## src/hdl/reactivity_to_probability_converter_macros.svh

```systemverilog
// assertion macros shared by the converter
`ifndef REACTIVITY_TO_PROBABILITY_CONVERTER_MACROS_SVH
`define REACTIVITY_TO_PROBABILITY_CONVERTER_MACROS_SVH
// implication checked on every rising clock edge outside reset
`define RPC_ASSERT_IMP(label, clk, rst_n, ante, cons) \
	label: assert property (@(posedge clk) disable iff (!rst_n) (ante) |-> (cons)) \
		else $error("assertion failed");
// next-cycle implication
`define RPC_ASSERT_NEXT(label, clk, rst_n, ante, cons) \
	label: assert property (@(posedge clk) disable iff (!rst_n) (ante) |=> (cons)) \
		else $error("assertion failed");
`endif

```

## src/hdl/rpc_pkg.sv

```systemverilog
// ----------------------------------------------------------------------------
// rpc_pkg
// shared types, codes and constants of the reactivity converter
// ----------------------------------------------------------------------------
package rpc_pkg;
	localparam int VW = 24;
	localparam logic signed [VW-1:0] Q_ONE = 24'sd65536;

	typedef enum logic [2:0] {
		MODE_SKIP   = 3'd0,
		MODE_MAP    = 3'd1,
		MODE_CUTOFF = 3'd2,
		MODE_LINEAR = 3'd3,
		MODE_LOGLIN = 3'd4
	} mode_t;

	typedef enum logic [2:0] {
		REG_MODE      = 3'd0,
		REG_CUTOFF    = 3'd1,
		REG_SLOPE     = 3'd2,
		REG_INTERCEPT = 3'd3,
		REG_MISSING   = 3'd4
	} reg_idx_t;

	typedef enum logic [3:0] {
		ST_IDLE,
		ST_READ,
		ST_EVAL,
		ST_LOGNORM,
		ST_LOGSQ,
		ST_LOGMUL,
		ST_DIVSET,
		ST_DIV,
		ST_DONE
	} state_t;

	// controller to datapath commands
	typedef struct packed {
		logic capture_in;   // latch input and read store
		logic eval;         // decide direct result or start arithmetic
		logic log_norm;     // normalize log operand
		logic log_sq;       // one squaring step
		logic log_mul;      // scale by ln2
		logic div_set;      // load divider
		logic div_step;     // one divider bit
		logic finish;       // write result to output
	} cmd_t;

	// datapath to controller status
	typedef struct packed {
		logic need_log;
		logic need_div;
		logic log_last;
		logic div_last;
	} stat_t;

	// map segment breakpoints and targets
	function automatic logic signed [VW-1:0] map_src(input logic [1:0] j);
		case (j)
			2'd0: map_src = 24'sd16384;
			2'd1: map_src = 24'sd19661;
			default: map_src = 24'sd45875;
		endcase
	endfunction

	function automatic logic signed [VW-1:0] map_tgt(input logic [1:0] j);
		case (j)
			2'd0: map_tgt = 24'sd22938;
			2'd1: map_tgt = 24'sd36045;
			2'd2: map_tgt = 24'sd55706;
			default: map_tgt = 24'sd65536;
		endcase
	endfunction
endpackage

```

## src/hdl/rpc_ctrl.sv

```systemverilog
// ----------------------------------------------------------------------------
// rpc_ctrl
// sequencer for one fetch: store read, optional log, optional serial divide
// ----------------------------------------------------------------------------
module rpc_ctrl import rpc_pkg::*; (
	input  logic  clk,
	input  logic  arst_n,
	input  logic  start,
	input  logic  out_free,
	input  stat_t stat,
	output logic  busy,
	output cmd_t  cmd
);
	state_t state_q, state_d;

	// state register
	always_ff @(posedge clk or negedge arst_n) begin
		if (!arst_n) begin
			state_q <= ST_IDLE;
		end else begin
			state_q <= state_d;
		end
	end

	// next state and commands
	always_comb begin
		state_d = state_q;
		cmd = '0;
		busy = (state_q != ST_IDLE);
		case (state_q)
			ST_IDLE: begin
				if (start) begin
					cmd.capture_in = 1'b1;
					state_d = ST_READ;
				end
			end
			ST_READ: state_d = ST_EVAL;
			// divide need is known only once eval has registered it
			ST_EVAL: begin
				cmd.eval = 1'b1;
				if (stat.need_log) state_d = ST_LOGNORM;
				else state_d = ST_DIVSET;
			end
			ST_LOGNORM: begin
				cmd.log_norm = 1'b1;
				state_d = ST_LOGSQ;
			end
			ST_LOGSQ: begin
				cmd.log_sq = 1'b1;
				if (stat.log_last) state_d = ST_LOGMUL;
			end
			ST_LOGMUL: begin
				cmd.log_mul = 1'b1;
				state_d = ST_DIVSET;
			end
			ST_DIVSET: begin
				cmd.div_set = 1'b1;
				if (stat.need_div) state_d = ST_DIV;
				else state_d = ST_DONE;
			end
			ST_DIV: begin
				cmd.div_step = 1'b1;
				if (stat.div_last) state_d = ST_DONE;
			end
			ST_DONE: begin
				if (out_free) begin
					cmd.finish = 1'b1;
					state_d = ST_IDLE;
				end
			end
			default: state_d = ST_IDLE;
		endcase
	end
endmodule

```

## config.mk

```make
export PLATFORM = sky130hd
export DESIGN_NAME = rpc_ctrl
export DESIGN_NICKNAME = d
export VERILOG_FILES = /design/src/hdl/reactivity_to_probability_converter_macros.svh /design/src/hdl/rpc_pkg.sv /design/src/hdl/rpc_ctrl.sv
export SDC_FILE = /design/constraint.sdc
export NUM_CORES = 1
export LEC_CHECK = 0
export BUFFER_PORTS_ARGS = -buffer_cell sky130_fd_sc_hd__buf_2
export CAP_MARGIN = 20
export CORE_AREA = 2 2 39 41
export DETAILED_ROUTE_END_ITERATION = 7
export DIE_AREA = 0 0 41 43
export GPL_TIMING_DRIVEN = 0
export SETUP_SLACK_MARGIN = 0.4
export SKIP_LAST_GASP = 1
export SYNTH_ARGS = -nofsm -noshare
export SYNTH_HDL_FRONTEND = slang
export SYNTH_SLANG_ARGS = --single-unit
```

## constraint.sdc

```tcl
create_clock -name clk -period 1.5 [get_ports clk]
set_input_delay 0.075 -clock clk [delete_from_list [all_inputs] [get_ports clk]]
set_output_delay 0.075 -clock clk [all_outputs]
set_load 0.005 [all_outputs]
```

==> run metrics <==
status=finished with violations; failing checks=setup timing; # diodes=0; CTS Buf Count=3; CTS HTree Levels=1; Worst setup EP type=primary output; CP required=approximately 1400 ps; count of port buffers added during placement=16; Detail Placement HPWL=just over 700 um; crit path max fanout=4; share of layout cells above drive strength 1=0.731; total power=roughly 1.7 mW; Site Rows=14; largest reg by FF count=state_q; Final Slew Violations=0; overall routing resource usage=0.150; VDD IR-drop max=roughly 900 uV; number of flip-flops in the largest register=4; hold path endpoint=state_q[3]; Sum Neg Setup Slack=-64.1 ps; largest net degree at the start of global routing=11; # DRC=0; top cells by count, synth=nor3_1 (6), dfrtp_1 (4), a21oi_1 (3), inv_1 (3), nor2_1 (3); Max-Cap Viols=0; CTS tree=built; Starting Density=0.255; top flop regs=state_q x4; Final #Nets=a little under 90; Die Ht=approximately 43 um; Peak Freq=~0.65 GHz; top cell type's share of synthesized area=0.284; HP Start=out_free; top post-synthesis cells by area=dfrtp_1 (28%), nor3_1 (8.5%), buf_6 (6.4%); Via density=between 4 and 5; Num Clock Sinks=4; final RePlAce weighted congestion=0.655; Post-Syn Nets=50; gr ovfl total=0; area growth from synthesis to layout=112%; Static Leak=roughly 0.36 nW; CTS clk-pin slew, worst paths=~30 ps; R2R Setup Slk=0 ps; Clock Path Buffers=2; async set-reset flop share out of synthesis=1.00; relative slew slack=0.787; drt initial violations=3; Yosys top cell by area=dfrtp_1; routed len/inst=~14 um; Clock Skew=1.28 ps; Hold Crit Class=input port to flop; Fillers=134; Critical R2R Launch=state_q[2]; count leader, synth=nor3_1; vias in the first global route=400; Routed WL=1330 um; CTS Root Cell=clkbuf_4; Unique masters post-synth=23; reg-to-reg endpoint=state_q[2]; critical path type=flop to primary output; startpoint types=flop; prevailing post-synth register cell=dfrtp_1; CP max-delay cell=dfrtp_1; Worst Slack Setup Final=-38.6 ps; crit path DAT=~1500 ps; slowest cell delay on critical path=around 380 ps; crit-path cells=buf_6 -> buf_4 -> buf_8 -> nor3_4 -> and3_1 -> buf_2; Fin. Hold Viols=0; #FFs+latches synth=4; Core Area=approximately 1400 um^2; io pins=17; Synth Cell Area=353 um^2; initial antenna violation count=0; Pre-antenna DRT Iters=4; Die Wd=between 40 and 50 um; WP buf/inv=4; synth warn=0; Cells after Synth=42; EDFF count, synth=0; Period Utilization, post-route=1.03; post-synthesis sequential area ratio=0.284; clk_lat worst skew=~230 ps; Final Core Density=0.542; minimum clock period=between 1500 and 2000 ps; Avg Inst Size Synth=roughly 8.4 um^2; Die ar.=~1800 um^2; Antenna Nets Post-Route=0; global-route wire length before repair=~1800 um; slew at the pin with the worst max-slew slack=318 ps; CP delay by family, top=buffers and inverters; Reg2Reg Depth=7; Cell Pwr Density=between 2000 and 2500 nW/um^2; RSZ-0062 raised after global routing=true; via count=roughly 460; Final setup viols=2; Hold Path Stages=2
## cell type report
cell class	instances	area (um^2)	area share
Inverter	3	11.3	0.0150
Timing Repair Buffer	33	263	0.351
Clock buffer	3	22.5	0.0301
Sequential cell	4	101	0.135
Tap cell	16	20.0	0.0267
Multi-Input combinational cell	31	287	0.382
Buffer	4	45.0	0.0601
## cells by family (layout without fill, tap and decap cells)
logic type	after synthesis	in the layout	share of synthesized area
multiplexers	1	1	0.0284
AND/OR/NAND/NOR	20	20	0.326
AO/OA/AOI/OAI	10	10	0.238
flip-flops	4	4	0.284
buffers and inverters	7	43	0.124
## where the power goes
part / switching, mW / internal (mW) / total, mW
Sequential: 0.0432 / 0.169 / 0.212
Combinational: 0.600 / 0.809 / 1.41
Clock: 0.0361 / 0.0889 / 0.125
Total: 0.679 / 1.07 / 1.75
## per-stage QoR
step | instances | instance area [um^2] | setup WS (ps) | hold slack, ps
final | 94 | 749 | -38.6 | 92.0
after global routing | 94 | 749 | -101 | 88.7
after CTS | 88 | 649 | -32.3 | 52.2
after detailed placement | 74 | 479 | 196 | -117
after global placement | 74 | 479 | 206 | -120
after floorplan | 42 | 379 | 306 | -221
## how the worst max path moves through the flow
stage	cells after the start	slack, ps	end	from
after floorplan	3	310	cmd[7]	state_q[3]
after global placement	4	210	cmd[7]	state_q[2]
after detailed placement	4	200	cmd[7]	state_q[2]
after CTS	4	-30	cmd[7]	state_q[3]
after global routing	4	-100	cmd[7]	state_q[2]
final	6	-40	cmd[0]	state_q[2]
## cells in the final DEF (no fill, tap or decap), types with 2 or more instances in the layout
master / instances
buf_2: 15
inv_1: 3
nor3_4: 2
nand2b_1: 2
nor3_1: 2
nor3_2: 2
dfrtp_1: 3
buf_4: 7
clkbuf_4: 3
a21oi_1: 2
buf_6: 12
## routing by layer
metal,global-route usage,share of wire,routed length [um]
met4,0.0800,0,0
met2,0.263,0.59,785
met1,0.163,0.36,480
met3,0.0157,0.047,63
met5,0,0,0
## timing repair
item	in CTS	in global routing
resized for setup	14	10
setup endpoints to repair	12	13
hold endpoints to repair	4	0
gates cloned	0	0
pin swaps	6	7
hold buffers	1	0
buffers inserted	10	6
Note: power is estimated with default switching activity, not from simulation.
